$ cat src/sv/assert_macros.svh
// ----------------------------------------------------------------------------
// Assertion macros shared by the RTL. Every macro expects signals named clk and
// rst_n in the scope where it is used.
// ----------------------------------------------------------------------------
`ifndef ASSERT_MACROS_SVH
`define ASSERT_MACROS_SVH

// The consequent must hold in the same cycle as the antecedent.
`define ASSERT_IMP(name, ante, cons, msg) \
    name: assert property (@(posedge clk) disable iff (!rst_n) (ante) |-> (cons)) \
        else $error(msg);

// The consequent must hold in the cycle after the antecedent.
`define ASSERT_NXT(name, ante, cons, msg) \
    name: assert property (@(posedge clk) disable iff (!rst_n) (ante) |=> (cons)) \
        else $error(msg);

`endif

$ cat src/sv/stx_pkg.sv
// ----------------------------------------------------------------------------
// stx_pkg
// Constants and the result item type for the sensor telegram receiver.
// ----------------------------------------------------------------------------
package stx_pkg;

    localparam logic [7:0] ACK_CODE  = 8'h06;
    localparam int         HDR_BYTES = 5;
    localparam int         CRC_BYTES = 2;

    localparam int HDR_CNT_W = $clog2(HDR_BYTES);
    localparam int LEN_W     = 16;
    localparam int IDX_W     = LEN_W + 1;
    localparam int ID_W      = 32;

    // Header positions of the length bytes and the command byte
    localparam logic [HDR_CNT_W-1:0] HDR_POS_LEN_LO = HDR_CNT_W'(2);
    localparam logic [HDR_CNT_W-1:0] HDR_POS_LEN_HI = HDR_CNT_W'(3);
    localparam logic [HDR_CNT_W-1:0] HDR_POS_CMD    = HDR_CNT_W'(HDR_BYTES - 1);

    typedef struct packed {
        logic [7:0]       byte_value;
        logic [IDX_W-1:0] byte_index;
        logic             is_crc;
        logic [7:0]       command_code;
        logic [LEN_W-1:0] payload_length;
        logic             frame_done;
        logic [ID_W-1:0]  frame_id;
        logic             completed_slot;
        logic             ack_error;
    } result_t;

endpackage

$ cat src/sv/stx_ifs.sv
// ----------------------------------------------------------------------------
// stx channel interfaces
// Valid/ready channels for received bytes, result items and the mode register.
// ----------------------------------------------------------------------------
interface stx_byte_if;
    logic       valid;
    logic       ready;
    logic [7:0] rx_byte;

    modport source (output valid, output rx_byte, input ready);
    modport sink   (input valid, input rx_byte, output ready);
endinterface

interface stx_result_if;
    logic        valid;
    logic        ready;
    logic [7:0]  byte_value;
    logic [16:0] byte_index;
    logic        is_crc;
    logic [7:0]  command_code;
    logic [15:0] payload_length;
    logic        frame_done;
    logic [31:0] frame_id;
    logic        completed_slot;
    logic        ack_error;

    modport source (
        output valid, output byte_value, output byte_index, output is_crc,
        output command_code, output payload_length, output frame_done,
        output frame_id, output completed_slot, output ack_error,
        input ready
    );
    modport sink (
        input valid, input byte_value, input byte_index, input is_crc,
        input command_code, input payload_length, input frame_done,
        input frame_id, input completed_slot, input ack_error,
        output ready
    );
endinterface

interface stx_cfg_if;
    logic valid;
    logic ready;
    logic scan_continuous;

    modport source (output valid, output scan_continuous, input ready);
    modport sink   (input valid, input scan_continuous, output ready);
endinterface

$ cat src/sv/sensor_telegram_receiver.sv
// ----------------------------------------------------------------------------
// sensor_telegram_receiver
// Parses length-prefixed telegrams from a byte stream and emits data items.
// ----------------------------------------------------------------------------
// Usage:
//   rx  : one received byte per item. In request mode a telegram opens with
//         the acknowledge byte 0x06; any other byte there yields one error
//         item and the receiver drops every later byte until reset.
//   res : one item per data or CRC byte, with its index, the command and the
//         payload length. The last byte of a telegram carries frame_done,
//         the telegram id and the buffer slot it completes.
//   cfg : mode register, always ready. Write it only while the block is idle;
//         it is sampled when a telegram completes.
// Each item is registered into the result register, or into the skid register
// while res stalls. The block takes one byte per cycle; the only limit is the
// two-entry output buffer (result register plus skid), which lets rx keep
// moving after res stalls until the skid fills and holds rx ready low only
// while both are full. Acknowledge and header bytes make no item and pass
// through at full rate. Reset returns to acknowledge wait, request mode, id 0,
// slot 0, and empties the output buffer.
// ----------------------------------------------------------------------------
`include "assert_macros.svh"

module sensor_telegram_receiver (
    input  logic   clk,
    input  logic   rst_n,
    stx_byte_if.sink     rx,
    stx_result_if.source res,
    stx_cfg_if.sink      cfg
);
    import stx_pkg::*;

    typedef enum logic [1:0] {
        PH_ACK,
        PH_HDR,
        PH_DATA,
        PH_HALT
    } phase_t;

    phase_t                 phase_reg,    phase_next;
    logic [HDR_CNT_W-1:0]   hdr_cnt_reg,  hdr_cnt_next;
    logic [7:0]             len_lo_reg,   len_lo_next;
    logic [7:0]             len_hi_reg,   len_hi_next;
    logic [7:0]             cmd_reg,      cmd_next;
    logic [LEN_W-1:0]       plen_reg,     plen_next;
    logic [IDX_W-1:0]       data_cnt_reg, data_cnt_next;
    logic [ID_W-1:0]        id_reg,       id_next;
    logic                   slot_reg,     slot_next;
    logic                   scan_reg;

    result_t out_reg,  out_next;
    logic    out_valid_reg, out_valid_next;
    result_t skid_reg, skid_next;
    logic    skid_valid_reg, skid_valid_next;

    result_t          new_res;
    logic             new_valid;
    logic             accept;
    logic [IDX_W-1:0] idx_inc;
    logic [IDX_W-1:0] total;

    assign rx.ready  = !skid_valid_reg;
    assign cfg.ready = 1'b1;
    assign accept    = rx.valid && rx.ready;

    assign idx_inc = data_cnt_reg + IDX_W'(1);
    assign total   = {1'b0, plen_reg} + IDX_W'(CRC_BYTES);

    // Telegram state update and result build for one accepted byte
    always_comb
    begin
        phase_next    = phase_reg;
        hdr_cnt_next  = hdr_cnt_reg;
        len_lo_next   = len_lo_reg;
        len_hi_next   = len_hi_reg;
        cmd_next      = cmd_reg;
        plen_next     = plen_reg;
        data_cnt_next = data_cnt_reg;
        id_next       = id_reg;
        slot_next     = slot_reg;
        new_res       = '0;
        new_valid     = 1'b0;

        if (accept)
        begin
            case (phase_reg)
                PH_ACK:
                begin
                    if (rx.rx_byte == ACK_CODE)
                    begin
                        phase_next   = PH_HDR;
                        hdr_cnt_next = '0;
                    end
                    else
                    begin
                        phase_next         = PH_HALT;
                        new_res.byte_value = rx.rx_byte;
                        new_res.ack_error  = 1'b1;
                        new_valid          = 1'b1;
                    end
                end
                PH_HDR:
                begin
                    if (hdr_cnt_reg == HDR_POS_LEN_LO)
                        len_lo_next = rx.rx_byte;
                    if (hdr_cnt_reg == HDR_POS_LEN_HI)
                        len_hi_next = rx.rx_byte;
                    if (hdr_cnt_reg == HDR_POS_CMD)
                    begin
                        cmd_next      = rx.rx_byte;
                        plen_next     = {len_hi_reg, len_lo_reg} - LEN_W'(1);
                        hdr_cnt_next  = '0;
                        data_cnt_next = '0;
                        phase_next    = PH_DATA;
                    end
                    else
                        hdr_cnt_next = hdr_cnt_reg + HDR_CNT_W'(1);
                end
                PH_DATA:
                begin
                    new_res.byte_value     = rx.rx_byte;
                    new_res.byte_index     = data_cnt_reg;
                    new_res.is_crc         = data_cnt_reg >= {1'b0, plen_reg};
                    new_res.command_code   = cmd_reg;
                    new_res.payload_length = plen_reg;
                    new_valid              = 1'b1;
                    data_cnt_next          = idx_inc;
                    if (idx_inc >= total)
                    begin
                        new_res.frame_done     = 1'b1;
                        new_res.frame_id       = id_reg;
                        new_res.completed_slot = slot_reg;
                        id_next                = id_reg + ID_W'(1);
                        slot_next              = !slot_reg;
                        data_cnt_next          = '0;
                        phase_next             = scan_reg ? PH_HDR : PH_ACK;
                    end
                end
                default:
                begin
                    // halted: drop the byte
                end
            endcase
        end
    end

    // Output register with a skid stage behind it
    always_comb
    begin
        out_next        = out_reg;
        out_valid_next  = out_valid_reg;
        skid_next       = skid_reg;
        skid_valid_next = skid_valid_reg;

        if (!out_valid_reg || res.ready)
        begin
            if (skid_valid_reg)
            begin
                out_next        = skid_reg;
                out_valid_next  = 1'b1;
                skid_valid_next = 1'b0;
            end
            else
            begin
                out_next       = new_res;
                out_valid_next = new_valid;
            end
        end
        else if (new_valid)
        begin
            skid_next       = new_res;
            skid_valid_next = 1'b1;
        end
    end

    always_ff @(posedge clk or negedge rst_n)
    begin
        if (!rst_n)
        begin
            phase_reg      <= PH_ACK;
            hdr_cnt_reg    <= '0;
            len_lo_reg     <= '0;
            len_hi_reg     <= '0;
            cmd_reg        <= '0;
            plen_reg       <= '0;
            data_cnt_reg   <= '0;
            id_reg         <= '0;
            slot_reg       <= 1'b0;
            scan_reg       <= 1'b0;
            out_valid_reg  <= 1'b0;
            skid_valid_reg <= 1'b0;
        end
        else
        begin
            phase_reg      <= phase_next;
            hdr_cnt_reg    <= hdr_cnt_next;
            len_lo_reg     <= len_lo_next;
            len_hi_reg     <= len_hi_next;
            cmd_reg        <= cmd_next;
            plen_reg       <= plen_next;
            data_cnt_reg   <= data_cnt_next;
            id_reg         <= id_next;
            slot_reg       <= slot_next;
            out_valid_reg  <= out_valid_next;
            skid_valid_reg <= skid_valid_next;
            if (cfg.valid && cfg.ready)
                scan_reg <= cfg.scan_continuous;
        end
    end

    always_ff @(posedge clk)
    begin
        out_reg  <= out_next;
        skid_reg <= skid_next;
    end

    assign res.valid          = out_valid_reg;
    assign res.byte_value     = out_reg.byte_value;
    assign res.byte_index     = out_reg.byte_index;
    assign res.is_crc         = out_reg.is_crc;
    assign res.command_code   = out_reg.command_code;
    assign res.payload_length = out_reg.payload_length;
    assign res.frame_done     = out_reg.frame_done;
    assign res.frame_id       = out_reg.frame_id;
    assign res.completed_slot = out_reg.completed_slot;
    assign res.ack_error      = out_reg.ack_error;

    `ASSERT_IMP(a_skid_behind_out, skid_valid_reg, out_valid_reg, "skid full with output empty")
    `ASSERT_IMP(a_halt_silent, phase_reg == PH_HALT, !new_valid, "item made while halted")
    `ASSERT_IMP(a_done_is_crc, out_valid_reg && out_reg.frame_done, out_reg.is_crc,
        "telegram end not on a CRC byte")
    `ASSERT_NXT(a_error_halts, accept && new_valid && new_res.ack_error,
        phase_reg == PH_HALT, "receiver did not halt after error")

endmodule

$ cat src/flat_wrapper.sv
// flat-port wrapper written by rule: the top's interface ports become plain ports
module sensor_telegram_receiver_flat import stx_pkg::*;
  (clk, rst_n, rx_valid, rx_rx_byte, rx_ready, res_valid, res_byte_value, res_byte_index, res_is_crc, res_command_code, res_payload_length, res_frame_done, res_frame_id, res_completed_slot, res_ack_error, res_ready, cfg_valid, cfg_scan_continuous, cfg_ready);
  stx_byte_if rx_i ();
  stx_result_if res_i ();
  stx_cfg_if cfg_i ();
  input  logic clk;
  input  logic rst_n;
  input wire logic [$bits(rx_i.valid)-1:0] rx_valid;
  input wire logic [$bits(rx_i.rx_byte)-1:0] rx_rx_byte;
  output wire logic [$bits(rx_i.ready)-1:0] rx_ready;
  output wire logic [$bits(res_i.valid)-1:0] res_valid;
  output wire logic [$bits(res_i.byte_value)-1:0] res_byte_value;
  output wire logic [$bits(res_i.byte_index)-1:0] res_byte_index;
  output wire logic [$bits(res_i.is_crc)-1:0] res_is_crc;
  output wire logic [$bits(res_i.command_code)-1:0] res_command_code;
  output wire logic [$bits(res_i.payload_length)-1:0] res_payload_length;
  output wire logic [$bits(res_i.frame_done)-1:0] res_frame_done;
  output wire logic [$bits(res_i.frame_id)-1:0] res_frame_id;
  output wire logic [$bits(res_i.completed_slot)-1:0] res_completed_slot;
  output wire logic [$bits(res_i.ack_error)-1:0] res_ack_error;
  input wire logic [$bits(res_i.ready)-1:0] res_ready;
  input wire logic [$bits(cfg_i.valid)-1:0] cfg_valid;
  input wire logic [$bits(cfg_i.scan_continuous)-1:0] cfg_scan_continuous;
  output wire logic [$bits(cfg_i.ready)-1:0] cfg_ready;
  assign rx_i.valid = rx_valid;
  assign rx_i.rx_byte = rx_rx_byte;
  assign rx_ready = rx_i.ready;
  assign res_valid = res_i.valid;
  assign res_byte_value = res_i.byte_value;
  assign res_byte_index = res_i.byte_index;
  assign res_is_crc = res_i.is_crc;
  assign res_command_code = res_i.command_code;
  assign res_payload_length = res_i.payload_length;
  assign res_frame_done = res_i.frame_done;
  assign res_frame_id = res_i.frame_id;
  assign res_completed_slot = res_i.completed_slot;
  assign res_ack_error = res_i.ack_error;
  assign res_i.ready = res_ready;
  assign cfg_i.valid = cfg_valid;
  assign cfg_i.scan_continuous = cfg_scan_continuous;
  assign cfg_ready = cfg_i.ready;
  sensor_telegram_receiver u_core (.clk(clk), .rst_n(rst_n), .rx(rx_i), .res(res_i), .cfg(cfg_i));
endmodule
$ cat config.mk
export PLATFORM = sky130hd
export DESIGN_NAME = sensor_telegram_receiver_flat
export DESIGN_NICKNAME = d
export VERILOG_FILES = /design/src/sv/stx_pkg.sv /design/src/sv/stx_ifs.sv /design/src/sv/sensor_telegram_receiver.sv /design/src/flat_wrapper.sv
export VERILOG_INCLUDE_DIRS = /design/src /design/src/sv
export SDC_FILE = /design/constraint.sdc
export NUM_CORES = 1
export LEC_CHECK = 0
export ABC_CLOCK_PERIOD_IN_PS = 5100
export BUFFER_PORTS_ARGS = -buffer_cell sky130_fd_sc_hd__buf_2
export CORE_ASPECT_RATIO = 1.5
export CORE_MARGIN = 2
export CORE_UTILIZATION = 60
export DETAILED_ROUTE_END_ITERATION = 12
export MAX_ROUTING_LAYER = met4
export PLACE_DENSITY_LB_ADDON = 0.08
export SYNTH_ARGS = -nofsm -noshare
export SYNTH_HDL_FRONTEND = slang
export SYNTH_SLANG_ARGS = --single-unit
export TNS_END_PERCENT = 50
$ cat constraint.sdc
create_clock -name clk -period 5.1 [get_ports clk]
set_input_delay 0.255 -clock clk [delete_from_list [all_inputs] [get_ports clk]]
set_output_delay 0.255 -clock clk [all_outputs]
set_load 0.05 [all_outputs]
==> results.py <==
metrics = {
    "clocking": {
        "post_cts_resized": 0,
        "total_number_of_clock_tree_sinks": 268,
        "cts_htree_levels": 1,
        "clkSlewWorstSetupHoldPaths_ns": 0.06,
        "cts_made_buffers": 24,
        "cts_post_setup_buffers_inserted": 0,
        "ctsLongestPathBuffers": 3,
        "root_buffer": "sky130_fd_sc_hd__clkbuf_16",
        "insertion_delay_ns": 0.52,
        "tritoncts": "done",
    },
    "synthesis": {
        "synth_largest_type_area_fraction_pct": 41.55,
        "post_synthesis_cell_count": 943,
        "ys_seq_elements": 268,
        "muxShareOfSynthArea_pct": 2.444,
        "synth_simple_gate_area_share_pct": 14.16,
        "fraction_of_the_mapped_netlist_area_in_compound_gates_pct": 9.582,
        "synth_top_family_by_area": "simple AND/OR/NAND/NOR gates",
        "synth_enable_flop_cells": 170,
        "synth_area_leaders": "sky130_fd_sc_hd__edfxtp_1 42%, sky130_fd_sc_hd__dfrtp_1 20%, sky130_fd_sc_hd__a21o_1 5.5%",
        "post_synthesis_cell_area_sq_um": 12290,
        "avgSynthCellArea_sq_um": 13.03,
        "synthDominantAreaCellType": "sky130_fd_sc_hd__edfxtp_1",
        "yosysWarningCount": 0,
        "ys_async_sr_fraction_pct": 36.57,
        "seq_area_frac_synth_pct": 61.51,
        "post_synth_xor_area_fraction_pct": 4.919,
        "synth_nets": 1001,
        "synth-adder-area-share_pct": 4.481,
        "yosysUniqueCellTypes": 63,
        "flip_flop_cell_with_the_highest_count_after_synthesis": "sky130_fd_sc_hd__edfxtp_1",
    },
    "critical_path": {
        "arrival_time_at_the_worst_endpoint_ns": 4.25,
        "timing.rr.start": "u_core.data_cnt_reg[2]",
        "setup.worst_path.start_class": "flop",
        "required_ns": 5.37,
        "worstPathMaxFanout": 26,
        "crit_start": "u_core.data_cnt_reg[2]",
        "setup.worst_path.class": "reg -> reg",
        "endpoint_kind": "flop",
    },
    "floorplanning": {
        "height_of_the_chip_microns": 179.3,
        "io_pins": 102,
        "coreArea_sq_um": 20260,
        "design.die.area_sq_um": 21660,
        "initial_core_util_pct": 60.65,
        "dieWidth_microns": 120.8,
        "num_rows": 64,
    },
    "min_path": {
        "min_from": "rx_rx_byte[0]",
        "hold_path.class": "in -> reg",
    },
    "detailed_routing": {
        "drt_wl_total_mm": 25.24,
        "routed_via_density": 5.823,
        "num_vias": 7698,
        "final_antenna_net_count": 0,
        "detail_route.drc_violations": 0,
        "routed_wire_length_per_instance_microns": 19.09,
        "drt_iter0_drc": 474,
        "detailedRoute.firstPassIterationCount": 5,
    },
    "flow_run": {
        "max-cap-violations": 0,
    },
    "timing": {
        "unrepaired_setup_endpoints_after_global_routing": "false",
        "skew_ns": 0.008876,
        "max_slew_margin_pct": 32.44,
        "slew_violations": 0,
        "fin_setup_tns_ns": 0,
        "postLayoutSetupSlackWorst_ns": 1.124,
        "finalSetupViolations": 0,
        "transition_time_at_the_pin_with_the_least_slew_margin_ns": 1.013,
        "hold_slack_ns": 0.05065,
        "layout_worst_path_cycle_share_pct": 77.96,
        "finalWorstPathRequiredPeriod_ns": 3.976,
        "timing.fmax_mhz": 251.5,
        "hold_viol_final": 0,
    },
    "power": {
        "power_density_nw_per_um2": 539.8,
        "total_power_uw": 7461,
        "power.leakage_uw": 0.006677,
        "ir_drop_uv": 349.4,
    },
    "layout": {
        "final_cell_mix": "170 x sky130_fd_sc_hd__edfxtp_1, 99 x sky130_fd_sc_hd__buf_2, 97 x sky130_fd_sc_hd__dfrtp_1, 90 x sky130_fd_sc_hd__a21o_1, 55 x sky130_fd_sc_hd__nand2_1",
        "sequential_cell_area_sq_um": 7559,
        "post_route_cells_drive_above_1_share_pct": 20.79,
        "area.growth.synth_to_final_pct": 12.49,
        "diodes": 0,
        "multi_input_area_sq_um": 4382,
        "post_route_cell_area_sq_um": 13820,
        "n_fill_cell": 1469,
        "final_nets": 1099,
        "largest_register_ff_count": 85,
        "mostFrequentLayoutCell": "sky130_fd_sc_hd__edfxtp_1",
    },
    "global_routing": {
        "groute.usage.overall_pct": 24.38,
        "grt_max_degree": 89,
        "grt_pass1_vias": 7658,
        "grt-ovfl-total": 0,
        "grt_antenna_before_repair": 0,
        "grt_first_pass_wirelength_mm": 40.23,
    },
    "placed_design": {
        "place.gp.congestion": 0.8838,
        "place.port_buffers": 100,
        "dpl_cell_area_sq_um": 13010,
        "detailedPlace.worstSlack_ns": 1.194,
        "post-dp-hpwl_mm": 17.04,
    },
    "run_status": {
        "outcome": "finished clean",
    },
}
-- Yosys cell counts, types with 5 or more instances --
cell type,instances
sky130_fd_sc_hd__edfxtp_1,170
sky130_fd_sc_hd__dfrtp_1,98
sky130_fd_sc_hd__a21o_1,90
sky130_fd_sc_hd__nand2_1,55
sky130_fd_sc_hd__and3_1,52
sky130_fd_sc_hd__xnor2_1,45
sky130_fd_sc_hd__ha_1,44
sky130_fd_sc_hd__inv_1,38
sky130_fd_sc_hd__nor2_1,34
sky130_fd_sc_hd__clkbuf_1,31
sky130_fd_sc_hd__nand3_1,26
sky130_fd_sc_hd__mux2_2,24
sky130_fd_sc_hd__xor2_1,24
sky130_fd_sc_hd__and2_4,23
sky130_fd_sc_hd__a21oi_1,20
sky130_fd_sc_hd__nand4_1,20
sky130_fd_sc_hd__and2_1,19
sky130_fd_sc_hd__nor4_1,14
sky130_fd_sc_hd__o21ai_0,12
sky130_fd_sc_hd__nor3_1,9
sky130_fd_sc_hd__a32o_1,8
sky130_fd_sc_hd__and4_1,8
sky130_fd_sc_hd__a31oi_1,6
sky130_fd_sc_hd__nor4_2,5
-- path summary, 6_finish.rpt --
path	end	slack, ns	cells after the start
worst max-delay path	u_core.res.frame_id[22]	1.12	13
worst min-delay path	u_core.len_lo_reg[0]	0.05	3
worst max register to register	u_core.res.frame_id[22]	1.12	13
worst min register to register	u_core.id_reg[31]	0.47	1
max in group asynchronous	u_core.skid_valid_reg	3.67	3
min in group asynchronous	u_core.data_cnt_reg[4]	0.42	2
-- where the power goes --
group,total [uW],switching [uW],internal [uW]
clock network,1810,770,1040
logic,2480,1850,633
registers,3180,272,2910
total,7460,2890,4570
-- metrics by stage --
| step | cells | util [%] |
|---|---|---|
| after global routing | 1322 | 68.23 |
| after CTS | 1322 | 68.23 |
| after global placement | 1276 | 64.20 |
| after detailed placement | 1276 | 64.20 |
| after floorplan | 943 | - |
| final | 1322 | 68.23 |
-- layout make-up --
cell class / count / area share [%]
sequential: 268 / 54.68
multi-input combinational: 594 / 31.70
clock buffer: 30 / 4.580
timing repair buffer: 114 / 4.454
tap: 264 / 2.390
clock inverter: 13 / 1.104
inverter: 39 / 1.086
-- cells by family (layout without fill, tap and decap cells) --
| kind of cell | after synthesis | count (layout) |
|---|---|---|
| AOI/OAI and AO/OA | 162 | 162 |
| xor gates and xnor gates | 69 | 69 |
| adders and majority gates | 44 | 44 |
| buffers and inverters | 81 | 196 |
| DFF | 268 | 268 |
| muxes | 27 | 27 |
| other | 1 | 1 |
| and+or+nand+nor | 291 | 291 |
-- per-layer routing --
layer / wire length (microns) / vias to the layer above / GRT usage (%)
li1: - / 3664 / -
met2: 13400 / 157 / 42.09
met4: 592 / 0 / 7.316
met5: 0 / - / -
met3: 938 / 57 / 3.085
met1: 10310 / 3820 / 30.13
-- critical path, cell delays in order (launching register included) --
cell and delay, ns:
sky130_fd_sc_hd__dfrtp_1 0.49, sky130_fd_sc_hd__nand3_1 0.23, sky130_fd_sc_hd__nor4_1 0.48, sky130_fd_sc_hd__and3_1 0.33, sky130_fd_sc_hd__nand2_1 0.11, sky130_fd_sc_hd__xnor2_1 0.14, sky130_fd_sc_hd__ha_1 0.33, sky130_fd_sc_hd__and4_1 0.23
sky130_fd_sc_hd__and3_1 0.17, sky130_fd_sc_hd__a211o_1 0.34, sky130_fd_sc_hd__a22oi_4 0.26, sky130_fd_sc_hd__buf_4 0.35, sky130_fd_sc_hd__nor2_1 0.11, sky130_fd_sc_hd__a21o_1 0.16
-- timing repair --
item,4_1_cts,5_1_grt
hold buffers,3,0
setup endpoints to repair,0,0
endpoints found under the hold margin,68,0
Note: power is estimated with default switching activity, not from simulation.
